===== src/hdl/mbdlp_pkg.sv =====
// ---------------------------------------------------------------------------
// mbdlp_pkg
// Shared types and constants for the multi-button debouncer with long-press
// detection.
// ---------------------------------------------------------------------------
`default_nettype none

package mbdlp_pkg;

  localparam int unsigned TimeW  = 32;
  localparam int unsigned MsW    = 16;
  localparam int unsigned PinW   = 6;
  localparam int unsigned IdxW   = 3;
  localparam int unsigned CfgAw  = 1;
  localparam int unsigned InDw   = 40;
  localparam int unsigned OutDw  = 40;

  // Buttons whose state feeds the combo flags (0-based).
  localparam int unsigned PairA  = 0;
  localparam int unsigned PairB  = 1;
  localparam int unsigned ComboA = 4;
  localparam int unsigned ComboB = 5;

  localparam logic [CfgAw-1:0] RegDebounce  = 1'b0;
  localparam logic [CfgAw-1:0] RegLongPress = 1'b1;

  typedef enum logic [1:0] {
    EV_NONE    = 2'd0,
    EV_PRESS   = 2'd1,
    EV_RELEASE = 2'd2,
    EV_LONG    = 2'd3
  } event_e;

  typedef enum logic [2:0] {
    ST_IDLE,
    ST_DEB,
    ST_LNG,
    ST_CMB4,
    ST_CMB5,
    ST_FIN
  } state_e;

  // Request to the shared elapsed-time compare unit.
  typedef struct packed {
    logic [TimeW-1:0] base;
    logic [MsW-1:0]   limit;
    logic             incl;
  } tcmp_req_t;

endpackage

`default_nettype wire


===== src/hdl/mbdlp_tcmp.sv =====
// ---------------------------------------------------------------------------
// mbdlp_tcmp
// Shared elapsed-time unit: wrapping subtract of a base time from the poll
// time and compare against a millisecond limit.
// ---------------------------------------------------------------------------
`default_nettype none

module mbdlp_tcmp (
  input  wire logic [mbdlp_pkg::TimeW-1:0] now_i,
  input  wire mbdlp_pkg::tcmp_req_t        req_i,
  output logic                             hit_o
);
  import mbdlp_pkg::*;

  logic [TimeW-1:0] elapsed;
  logic [TimeW-1:0] limit_ext;

  assign elapsed   = now_i - req_i.base;
  assign limit_ext = {{(TimeW-MsW){1'b0}}, req_i.limit};

  // Debounce wants strictly greater, long press wants greater or equal.
  assign hit_o = req_i.incl ? (elapsed >= limit_ext) : (elapsed > limit_ext);

endmodule

`default_nettype wire


===== src/hdl/multi_button_debounce_long_press.sv =====
// ---------------------------------------------------------------------------
// multi_button_debounce_long_press
// Debouncer and long-press detector for a bank of active-low buttons.
// ---------------------------------------------------------------------------
// Each input request is one poll (time in ms and raw pin levels) and yields
// exactly one result request. Buttons are scanned in order and the scan
// stops at the first button with an event. Every scanned button gets a
// debounce check, and a button that is past its debounce time also gets a
// long-press check; the two combo checks and the result hand-off follow. The
// hand-off stalls while an earlier result still waits in the output
// register. The scanner then returns to idle before it can take the next
// poll. The scan is paced by the single shared subtract-and-compare unit,
// which does one elapsed-time check per cycle. The input is accepted only
// while the scanner is idle; a result may still wait in the output register
// at that time.
// ---------------------------------------------------------------------------
`default_nettype none

module multi_button_debounce_long_press #(
  parameter int unsigned NUM_BUTTONS = 6
) (
  input  wire logic                          clk_i,
  input  wire logic                          rst_ni,
  // Configuration write port.
  input  wire logic                          cfg_we_i,
  input  wire logic [mbdlp_pkg::CfgAw-1:0]   cfg_addr_i,
  input  wire logic [mbdlp_pkg::MsW-1:0]     cfg_wdata_i,
  // Poll input.
  input  wire logic                          s_axis_tvalid_i,
  output logic                               s_axis_tready_o,
  // [31:0] now_ms, [37:32] pin_levels, [39:38] zero
  input  wire logic [mbdlp_pkg::InDw-1:0]    s_axis_tdata_i,
  // Event output.
  output logic                               m_axis_tvalid_o,
  input  wire logic                          m_axis_tready_i,
  // [2:0] button_index, [34:3] event_time, [35] pairing_combo,
  // [36] factory_reset_combo, [37] channel_up_combo,
  // [38] channel_down_combo, [39] zero
  output logic [mbdlp_pkg::OutDw-1:0]        m_axis_tdata_o,
  // [1:0] event_kind
  output logic [1:0]                         m_axis_tuser_o
);
  import mbdlp_pkg::*;

  localparam int unsigned BW = $clog2(NUM_BUTTONS);
  localparam logic [BW-1:0] LastBtn = BW'(NUM_BUTTONS - 1);

  state_e state_q, state_d;

  // Configuration registers.
  logic [MsW-1:0] deb_ms_q;
  logic [MsW-1:0] long_ms_q;

  // Per-button state.
  logic [NUM_BUTTONS-1:0] prev_raw_q;
  logic [NUM_BUTTONS-1:0] stable_q;
  logic [NUM_BUTTONS-1:0] long_fired_q;
  logic [TimeW-1:0]       change_time_q [NUM_BUTTONS];
  logic [TimeW-1:0]       press_start_q [NUM_BUTTONS];

  // Poll being scanned and partial result.
  logic [TimeW-1:0] now_q;
  logic [PinW-1:0]  pins_q;
  logic [BW-1:0]    btn_q;
  event_e           ev_q;
  event_e           kind_q;
  logic [IdxW-1:0]  idx_q;
  logic             long4_q;
  logic             long5_q;

  // Output register.
  logic             out_valid_q;
  logic [OutDw-1:0] out_data_q;
  logic [1:0]       out_user_q;

  logic [NUM_BUTTONS-1:0] raw_all;
  logic                   cur_raw;
  logic                   chg;
  logic [TimeW-1:0]       ct_eff;
  tcmp_req_t              req;
  logic                   hit;
  event_e                 deb_ev;
  logic                   long_ok;
  event_e                 ev_fin;
  logic                   is_last;
  logic [BW:0]            btn_inc;
  logic                   accept;
  logic                   out_free;
  logic                   deb_wr;
  logic                   lng_wr;

  for (genvar i = 0; i < NUM_BUTTONS; i++) begin : g_raw
    if (i < PinW) begin : g_pin
      assign raw_all[i] = pins_q[i];
    end else begin : g_none
      assign raw_all[i] = 1'b1;
    end
  end

  assign cur_raw  = raw_all[btn_q];
  assign chg      = cur_raw != prev_raw_q[btn_q];
  assign ct_eff   = chg ? now_q : change_time_q[btn_q];
  assign is_last  = btn_q == LastBtn;
  assign btn_inc  = {1'b0, btn_q} + {{BW{1'b0}}, 1'b1};
  assign accept   = s_axis_tvalid_i && s_axis_tready_o;
  assign out_free = !out_valid_q || m_axis_tready_i;

  // Operand select for the shared unit.
  always_comb begin
    req = '{base: press_start_q[btn_q], limit: long_ms_q, incl: 1'b1};
    unique case (state_q)
      ST_DEB:  req = '{base: ct_eff, limit: deb_ms_q, incl: 1'b0};
      ST_CMB4: req = '{base: press_start_q[ComboA], limit: long_ms_q, incl: 1'b1};
      ST_CMB5: req = '{base: press_start_q[ComboB], limit: long_ms_q, incl: 1'b1};
      default: ;
    endcase
  end

  mbdlp_tcmp u_tcmp (
    .now_i (now_q),
    .req_i (req),
    .hit_o (hit)
  );

  // Event from accepting a new stable level.
  always_comb begin
    deb_ev = EV_NONE;
    if (cur_raw != stable_q[btn_q]) begin
      if (!cur_raw) begin
        deb_ev = EV_PRESS;
      end else if (!long_fired_q[btn_q]) begin
        deb_ev = EV_RELEASE;
      end
    end
  end

  assign long_ok = !stable_q[btn_q] && !long_fired_q[btn_q] &&
                   (press_start_q[btn_q] != '0) && hit;
  assign ev_fin  = long_ok ? EV_LONG : ev_q;

  // Next state.
  always_comb begin
    state_d = state_q;
    unique case (state_q)
      ST_IDLE: if (s_axis_tvalid_i) state_d = ST_DEB;
      ST_DEB: begin
        if (hit) begin
          state_d = ST_LNG;
        end else if (is_last) begin
          state_d = ST_CMB4;
        end
      end
      ST_LNG: begin
        if (ev_fin != EV_NONE || is_last) begin
          state_d = ST_CMB4;
        end else begin
          state_d = ST_DEB;
        end
      end
      ST_CMB4: state_d = ST_CMB5;
      ST_CMB5: state_d = ST_FIN;
      ST_FIN:  if (out_free) state_d = ST_IDLE;
      default: state_d = ST_IDLE;
    endcase
  end

  // Control outputs.
  always_comb begin
    s_axis_tready_o = 1'b0;
    deb_wr          = 1'b0;
    lng_wr          = 1'b0;
    unique case (state_q)
      ST_IDLE: s_axis_tready_o = 1'b1;
      ST_DEB:  deb_wr = 1'b1;
      ST_LNG:  lng_wr = long_ok;
      default: ;
    endcase
  end

  always_ff @(posedge clk_i or negedge rst_ni) begin
    if (!rst_ni) begin
      state_q <= ST_IDLE;
    end else begin
      state_q <= state_d;
    end
  end

  always_ff @(posedge clk_i or negedge rst_ni) begin
    if (!rst_ni) begin
      deb_ms_q  <= MsW'(50);
      long_ms_q <= MsW'(1000);
    end else if (cfg_we_i) begin
      unique case (cfg_addr_i)
        RegDebounce:  deb_ms_q  <= cfg_wdata_i;
        RegLongPress: long_ms_q <= cfg_wdata_i;
        default: ;
      endcase
    end
  end

  // Button state updates.
  always_ff @(posedge clk_i or negedge rst_ni) begin
    if (!rst_ni) begin
      prev_raw_q   <= '1;
      stable_q     <= '1;
      long_fired_q <= '0;
      for (int i = 0; i < NUM_BUTTONS; i++) begin
        change_time_q[i] <= '0;
        press_start_q[i] <= '0;
      end
    end else begin
      if (deb_wr) begin
        prev_raw_q[btn_q]    <= cur_raw;
        change_time_q[btn_q] <= ct_eff;
        if (hit && (cur_raw != stable_q[btn_q])) begin
          stable_q[btn_q] <= cur_raw;
          if (!cur_raw) begin
            press_start_q[btn_q] <= now_q;
            long_fired_q[btn_q]  <= 1'b0;
          end else begin
            press_start_q[btn_q] <= '0;
          end
        end
      end
      if (lng_wr) begin
        long_fired_q[btn_q] <= 1'b1;
      end
    end
  end

  // Scan bookkeeping.
  always_ff @(posedge clk_i or negedge rst_ni) begin
    if (!rst_ni) begin
      btn_q   <= '0;
      ev_q    <= EV_NONE;
      kind_q  <= EV_NONE;
      idx_q   <= '0;
      long4_q <= 1'b0;
      long5_q <= 1'b0;
    end else begin
      if (accept) begin
        btn_q  <= '0;
        kind_q <= EV_NONE;
        idx_q  <= '0;
      end
      if (state_q == ST_DEB) begin
        ev_q <= hit ? deb_ev : EV_NONE;
        if (!hit && !is_last) begin
          btn_q <= btn_inc[BW-1:0];
        end
      end
      if (state_q == ST_LNG) begin
        if (ev_fin != EV_NONE) begin
          kind_q <= ev_fin;
          idx_q  <= btn_inc[IdxW-1:0];
        end else if (!is_last) begin
          btn_q <= btn_inc[BW-1:0];
        end
      end
      if (state_q == ST_CMB4) long4_q <= !stable_q[ComboA] && hit;
      if (state_q == ST_CMB5) long5_q <= !stable_q[ComboB] && hit;
    end
  end

  always_ff @(posedge clk_i) begin
    if (accept) begin
      now_q  <= s_axis_tdata_i[TimeW-1:0];
      pins_q <= s_axis_tdata_i[TimeW +: PinW];
    end
  end

  // Result register.
  always_ff @(posedge clk_i or negedge rst_ni) begin
    if (!rst_ni) begin
      out_valid_q <= 1'b0;
    end else if (state_q == ST_FIN && out_free) begin
      out_valid_q <= 1'b1;
    end else if (m_axis_tready_i) begin
      out_valid_q <= 1'b0;
    end
  end

  always_ff @(posedge clk_i) begin
    if (state_q == ST_FIN && out_free) begin
      out_user_q <= kind_q;
      out_data_q <= {1'b0,
                     long5_q && stable_q[ComboA],
                     long4_q && stable_q[ComboB],
                     long4_q && long5_q,
                     !stable_q[PairA] && !stable_q[PairB],
                     (kind_q != EV_NONE) ? now_q : {TimeW{1'b0}},
                     idx_q};
    end
  end

  assign m_axis_tvalid_o = out_valid_q;
  assign m_axis_tdata_o  = out_data_q;
  assign m_axis_tuser_o  = out_user_q;

`ifndef ASSERT_OFF
  a_accept_starts_scan: assert property (@(posedge clk_i) disable iff (!rst_ni)
    accept |=> (state_q == ST_DEB && btn_q == '0))
    else $error("scan did not start at the first button");

  a_btn_in_range: assert property (@(posedge clk_i) disable iff (!rst_ni)
    (state_q == ST_DEB || state_q == ST_LNG) |-> (btn_q <= LastBtn))
    else $error("button counter out of range");

  a_fin_holds: assert property (@(posedge clk_i) disable iff (!rst_ni)
    (state_q == ST_FIN && out_valid_q && !m_axis_tready_i) |=> state_q == ST_FIN)
    else $error("result overwrote a pending output");

  a_none_has_no_index: assert property (@(posedge clk_i) disable iff (!rst_ni)
    out_valid_q |-> ((out_user_q == EV_NONE) == (out_data_q[IdxW-1:0] == '0)))
    else $error("event kind and button index disagree");
`endif

endmodule

`default_nettype wire


===== config.mk =====
export PLATFORM = sky130hd
export DESIGN_NAME = multi_button_debounce_long_press
export DESIGN_NICKNAME = d
export VERILOG_FILES = /design/src/hdl/mbdlp_pkg.sv /design/src/hdl/mbdlp_tcmp.sv /design/src/hdl/multi_button_debounce_long_press.sv
export SDC_FILE = /design/constraint.sdc
export NUM_CORES = 1
export LEC_CHECK = 0
export ABC_AREA = 1
export BUFFER_PORTS_ARGS = -buffer_cell sky130_fd_sc_hd__buf_4
export CAP_MARGIN = 30
export CORE_UTILIZATION = 60
export CTS_CLUSTER_DIAMETER = 120
export DETAILED_ROUTE_END_ITERATION = 16
export HOLD_SLACK_MARGIN = 0.02
export PLACE_DENSITY = 0.78
export SETUP_SLACK_MARGIN = 0.05
export SYNTH_ARGS = -nofsm -noshare
export SYNTH_HDL_FRONTEND = slang
export SYNTH_SLANG_ARGS = --single-unit

===== constraint.sdc =====
create_clock -name clk_i -period 16 [get_ports clk_i]
set_input_delay 0 -clock clk_i [delete_from_list [all_inputs] [get_ports clk_i]]
set_output_delay 0 -clock clk_i [all_outputs]
set_load 0.005 [all_outputs]

==> impl_metrics.yaml, run 1 <==
grt:
  antenna_found_initial: 3
  grt_usage: 0.377
  grt_max_degree: 192
  grt_pass1_wl_um: 145000
  grt_pass1_vias: 26281
  grt-ovfl-total: 0
die:
  die_w_um: 221
  initial_core_util: 0.614
  dieArea_mm2: 0.0489
  ioPinCount: 106
  rows: 79
  dieHeight_um: 221
  coreArea_mm2: 0.0470
synthesis:
  yosys.area.top_type_share: 0.373
  ys_ff_latch: 529
  synth-seq-area-share: 0.474
  yosysWarningCount: 0
  ys.flop_type: "dfrtp_1"
  synth_common_cells: "nand2_1, dfrtp_1, o21ai_0, inv_1, nor2_1"
  synthArstFlopShare: 0.851
  netlist_area_mm2: 0.0288
  synthCells: 3600
  synthMostInstantiatedCell: "nand2_1"
  synth_edf_count: 79
  synth.area.top_cells: "dfrtp_1, nand2_1, edfxtp_1"
  synth.distinct_cells: 52
  yosys.area.top_type: "dfrtp_1"
  synth_fp_nets: 3715
  avgSynthCellArea_um2: 8.01
drt:
  wl_per_cell_um: 21.4
  dr_total_vias: 26978
  ant_nets: 0
  drt_first_pass_iters: 7
  vias_per_cell: 6.29
  route.detailed.drc: 0
  wirelength_um: 91800
  first_iter_violations: 3678
worst_setup_path:
  crit_path_top_delay_cell: "dfrtp_1"
  path_common_cell: "nand2_1"
  reg2regPathDepth: 39
  critPathKind: "register to register"
  arrival_ns: 9.63
  end_kind: "register"
  critPathLaunchType: "register"
  crit_path_max_incr_delay_ns: 0.93
  crit_required_ns: 16.49
  reg2reg_slack_ns: 6.86
  cp_max_fo: 93
  worstSetupStartpoint: "btn_q[2]"
  r2r_end: "press_start_q[154]"
  reg2reg_from: "btn_q[2]"
sta:
  worst_slack_ns: 6.86
  finalMaxSlewViolations: 0
  fin_crit_ns: 9.14
  fin_skew_ns: 0.0120
  rsz0062_at_grt: "no"
  fmax_mhz: 109
  setup_viol: 0
  final_min_period_over_clock_period: 0.571
  finalHoldViolCount: 0
  max_slew.worst_pin.slew_ns: 1.10
  fin_tns_setup_ns: 0
  slew_headroom: 0.265
min_path:
  hold_class: "primary input to async pin"
clock_tree:
  tritoncts: "yes"
  clockRootBuffer: "clkbuf_16"
  worstSkewPairLatency_ns: 0.63
  cts_htree_levels: 2
  numCtsBuffers: 56
  cts_buffer_depth: 3
  cts_resized: 0
  cts.sinks: 529
  clk_pin_slew_ns: 0.06
placed_design:
  routabilityCongestion: 0.957
  place.port_buffers: 102
  place_area_mm2: 0.0297
  detailedPlacementHpwl_um: 57800
  dp_slack_ns: 7.09
cells_and_area:
  final_area_mm2: 0.0322
  final_util: 0.686
  fillers: 3633
  drive_gt1_frac: 0.107
  area_growth_syn_to_layout_pct: 11.8
  nets: 3745
flow_run:
  cap_violations: 0
pwr:
  comb_power_share: 0.545
  p_sw_mw: 3.91
  peakVddDrop_mv: 0.151
  power_switching_share: 0.503
  finalPower_mw: 7.77
  power.share.clock: 0.176
  seq_power_share: 0.280
  internal_power_mw: 3.86
  power.density_mw_per_mm2: 241
  leakagePower_nw: 14.4
outcome:
  status: "complete, no violations"
per-layer routing:
metal | GRT usage | share of wire
met3 | 0.114 | 0.13
met2 | 0.583 | 0.45
met4 | 0.180 | 0.046
met1 | 0.486 | 0.38
met5 | 0 | 0.000098
power groups by stage:
stage / registers, mW / clock network (mW) / logic [mW]
global route: 2.22 / 1.42 / 4.68
global placement: 2.14 / 0 / 3.95
detailed placement: 2.17 / 0 / 4.09
CTS: 2.15 / 1.37 / 4.13
finish: 2.17 / 1.36 / 4.23
floorplan: 2.07 / 0 / 3.01
layout by cell type (no fill, tap or decap), types with 19 or more instances in the layout:
| cell | synthesis | layout |
|---|---|---|
| inv_1 | 333 | 332 |
| o21ai_0 | 347 | 347 |
| o31ai_1 | 19 | 19 |
| edfxtp_1 | 79 | 79 |
| nand4_1 | 32 | 32 |
| ha_1 | 52 | 52 |
| o21ai_1 | 102 | 102 |
| dfstp_2 | 21 | 21 |
| a31oi_1 | 151 | 151 |
| dlygate4sd3_1 | 0 | 57 |
| o22ai_1 | 95 | 95 |
| o21ai_2 | 93 | 93 |
| nand3_1 | 70 | 70 |
| nor3_1 | 158 | 158 |
| a221oi_1 | 24 | 24 |
| nor2_1 | 277 | 274 |
| clkbuf_16 | 0 | 59 |
| buf_4 | 12 | 137 |
| nand2_1 | 868 | 858 |
| a21oi_1 | 96 | 96 |
| dfrtp_1 | 429 | 429 |
critical path, delay by kind of cell, from the launching register on:
| kind | cells | cell delay (ns) |
|---|---|---|
| AND/OR/NAND/NOR | 25 | 4.09 |
| AO/OA/AOI/OAI | 5 | 1.82 |
| buffers and inverters | 6 | 1.17 |
| flip-flops | 1 | 0.93 |
| adder cells (fa/ha/maj) | 2 | 0.69 |
| XOR/XNOR | 1 | 0.16 |
flip-flops by register name, indices dropped and copies added, names as in the netlist, 6 cells and up:
register	cells
deb_ms_q	16
prev_raw_q	6
pins_q	6
long_ms_q	16
m_axis_tdata_o	39
press_start_q	192
change_time_q	192
now_q	32
stable_q	6
long_fired_q	6
timing repair:
action / CTS / global route
endpoints found under the hold margin: 201 / 0
hold buffers: 57 / 0
buffers inserted: 0 / 0
area by class of cell:
type	instances	area, um2	area share
Inverter	345	1290	0.0402
Sequential cell	529	13700	0.424
Clock inverter	25	269	0.00835
Tap cell	607	759	0.0236
Multi-Input combinational cell	2497	12800	0.397
Clock buffer	79	1650	0.0513
Antenna cell	5	12.5	0.000388
Timing Repair Buffer	201	1760	0.0548
how the worst max path moves through the flow:
stage | slack [ns] | depth (start not counted) | endpoint
final | 6.86 | 39 | press_start_q[154]
after global routing | 6.34 | 38 | press_start_q[148]
after CTS | 7.11 | 38 | press_start_q[84]
after detailed placement | 7.09 | 38 | press_start_q[154]
after global placement | 7.10 | 39 | press_start_q[188]
after floorplan | 10.54 | 39 | press_start_q[163]
logic make-up after synthesis:
| logic type | Yosys count | share of synthesized area |
|---|---|---|
| AOI/OAI and AO/OA | 976 | 0.202 |
| xor gates and xnor gates | 15 | 0.00456 |
| adders and majority gates | 53 | 0.0233 |
| buffers and inverters | 574 | 0.0842 |
| DFF | 529 | 0.474 |
| muxes | 15 | 0.00521 |
| other | 1 | 0.000130 |
| and+or+nand+nor | 1437 | 0.207 |
stage by stage:
step / hold WS, ns / std cells
2_1_floorplan: -0.296 / 3600
3_3_place_gp: 0.123 / 4117
3_5_place_dp: 0.127 / 4121
4_1_cts: 0.0688 / 4282
5_1_grt: 0.0804 / 4285
6_report: 0.0119 / 4288
Power figures use the tool's default switching activity.
==> run 2: changes to the inputs <==
CORE_UTILIZATION = 57   (was 60)
PLACE_DENSITY = 0.77   (was 0.78)
clock period = 7.73 ns   (was 16 ns; I/O delays follow)
==> run 2 against run 1 <==
  * Clock power up 110%
  * Setup slack worse by 6.2 ns
  * Power up 110%
  * Critical path type unchanged
  * Largest cell class unchanged
==> impl_metrics.yaml, run 2 (synthesis gave the netlist of run 1 again) <==
outcome:
  status: "complete, no violations"
placed_design:
  routabilityCongestion: 0.952
  detailedPlacementHpwl_um: 57800
  place.port_buffers: 102
  place_area_mm2: 0.0302
  placed_cells: 4238
pwr:
  leakagePower_nw: 14.6
  seq_power_share: 0.277
  power.share.clock: 0.172
  power.density_mw_per_mm2: 496
  comb_power_share: 0.551
  p_sw_mw: 8.02
  internal_power_mw: 8.21
  power_switching_share: 0.494
  peakVddDrop_mv: 0.394
  finalPower_mw: 16.2
worst_setup_path:
  critPathKind: "register to register"
  path_common_cell: "nand2_1"
  r2r_end: "press_start_q[125]"
  reg2regPathDepth: 36
  critPathLaunchType: "register"
  crit_required_ns: 8.25
  reg2reg_slack_ns: 0.69
  cp_max_fo: 25
  worstSetupStartpoint: "btn_q[1]"
  crit_path_top_delay_cell: "dfrtp_1"
  crit_path_max_incr_delay_ns: 0.76
  end_kind: "register"
  reg2reg_from: "btn_q[1]"
  crit_end: "press_start_q[125]"
  arrival_ns: 7.56
cells_and_area:
  fillers: 4113
  most-common-layout-cells: "nand2_1, dfrtp_1, o21ai_0, inv_1, nor2_1"
  mostFrequentLayoutCell: "nand2_1"
  multi_input_area_mm2: 0.0128
  area_growth_syn_to_layout_pct: 13.6
  final_cells: 4403
  final_area_mm2: 0.0327
  regArea_mm2: 0.0137
  nets: 3798
  drive_gt1_frac: 0.119
sta:
  slew_headroom: 0.309
  fmax_mhz: 142
  finalHoldViolCount: 0
  fin_skew_ns: 0.0117
  fin_tns_setup_ns: 0
  setup_viol: 0
  rsz0062_at_grt: "no"
  final_min_period_over_clock_period: 0.910
  max_slew.worst_pin.slew_ns: 1.04
  fin_crit_ns: 7.04
  finalMaxSlewViolations: 0
drt:
  wirelength_um: 88800
  dr_total_vias: 26535
  route.met2.wl_um: 39200
  drt_first_pass_iters: 6
  first_iter_violations: 3560
  ant_nets: 0
  highest_layer: "met4"
  wl_met3_um: 9960
  vias_per_cell: 6.03
  m1WireLength_um: 36300
  route.detailed.drc: 0
  wl_per_cell_um: 20.2
die:
  dieHeight_um: 227
  die_w_um: 227
  rows: 82
  coreArea_mm2: 0.0500
  initial_core_util: 0.577
  dieArea_mm2: 0.0515
  ioPinCount: 106
clock_tree:
  clockRootBuffer: "clkbuf_16"
  cts.sinks: 529
  tritoncts: "yes"
  cts_resized: 0
  cts_htree_levels: 2
  numCtsBuffers: 55
  cts_buffer_depth: 3
  worstSkewPairLatency_ns: 0.63
  clk_pin_slew_ns: 0.06
grt:
  grt_pass1_wl_um: 138000
  grt-ovfl-total: 0
  antenna_found_initial: 0
  grt_pass1_vias: 24634
  grt_max_degree: 104
  grt_usage: 0.350
flow_run:
  cap_violations: 0
min_path:
  hold_class: "primary input to async pin"
==> run 2: cell count changes in the layout (fill, tap and decap cells not counted), sizes merged <==
cell | previous run | this run
buf | 144 | 198
clkbuf | 79 | 71
diode | 5 | 1
inv | 342 | 345
bufinv | 5 | 7
clkinv | 21 | 23
clkinvlp | 2 | 3
==> run 2: layout make-up <==
type	count	share of cell area
timing repair buffer	255	0.0695
antenna	1	0.0000764
clock buffer	71	0.0467
inverter	345	0.0395
sequential	529	0.417
multi-input combinational	2497	0.391
tap	672	0.0257
clock inverter	33	0.0107
==> run 2: stage by stage <==
stage | setup WS (ns) | utilization | hold WS [ns]
after CTS | 0.796 | 0.654 | 0.0541
after detailed placement | 0.791 | 0.605 | 0.110
after floorplan | 2.27 | - | -0.296
final | 0.692 | 0.655 | 0.0276
after global routing | 0.172 | 0.655 | 0.0923
after global placement | 0.916 | 0.604 | 0.115
==> run 2: how the worst min path moves through the flow <==
stage / from / end / slack, ns / cells after the start
6_report: rst_ni / press_start_q[185] / 0.03 / 2
5_1_grt: rst_ni / press_start_q[188] / 0.09 / 2
2_1_floorplan: rst_ni / btn_q[0] / -0.30 / 0
4_1_cts: rst_ni / press_start_q[90] / 0.05 / 2
3_5_place_dp: rst_ni / press_start_q[90] / 0.11 / 1
3_3_place_gp: rst_ni / press_start_q[90] / 0.11 / 1
==> run 2: per-layer routing <==
metal | GRT usage | up-vias
li1 | - | 12356
met1 | 0.481 | 12482
met2 | 0.528 | 1460
met3 | 0.0872 | 237
met4 | 0.144 | 0
met5 | 0 | -
==> run 2: repair_timing <==
item	CTS	global route
hold buffers	57	0
hold endpoints to repair	186	0
buffers inserted	0	0
endpoints found under the setup margin	0	0
==> run 2: power groups by stage <==
stage / combinational, mW / sequential, mW / clock (mW)
CTS: 8.75 / 4.45 / 2.80
floorplan: 6.22 / 4.28 / 0
finish: 8.95 / 4.49 / 2.79
global route: 9.87 / 4.58 / 2.91
global placement: 8.51 / 4.46 / 0
detailed placement: 8.67 / 4.49 / 0
==> run 2: worst max-delay path, delay by kind of cell (launching register included) <==
family / cells / cell delay [ns]
and+or+nand+nor: 22 / 3.03
DFF: 1 / 0.76
adders and majority gates: 2 / 0.61
buffers and inverters: 5 / 0.91
xor gates and xnor gates: 1 / 0.19
AOI/OAI and AO/OA: 6 / 1.37
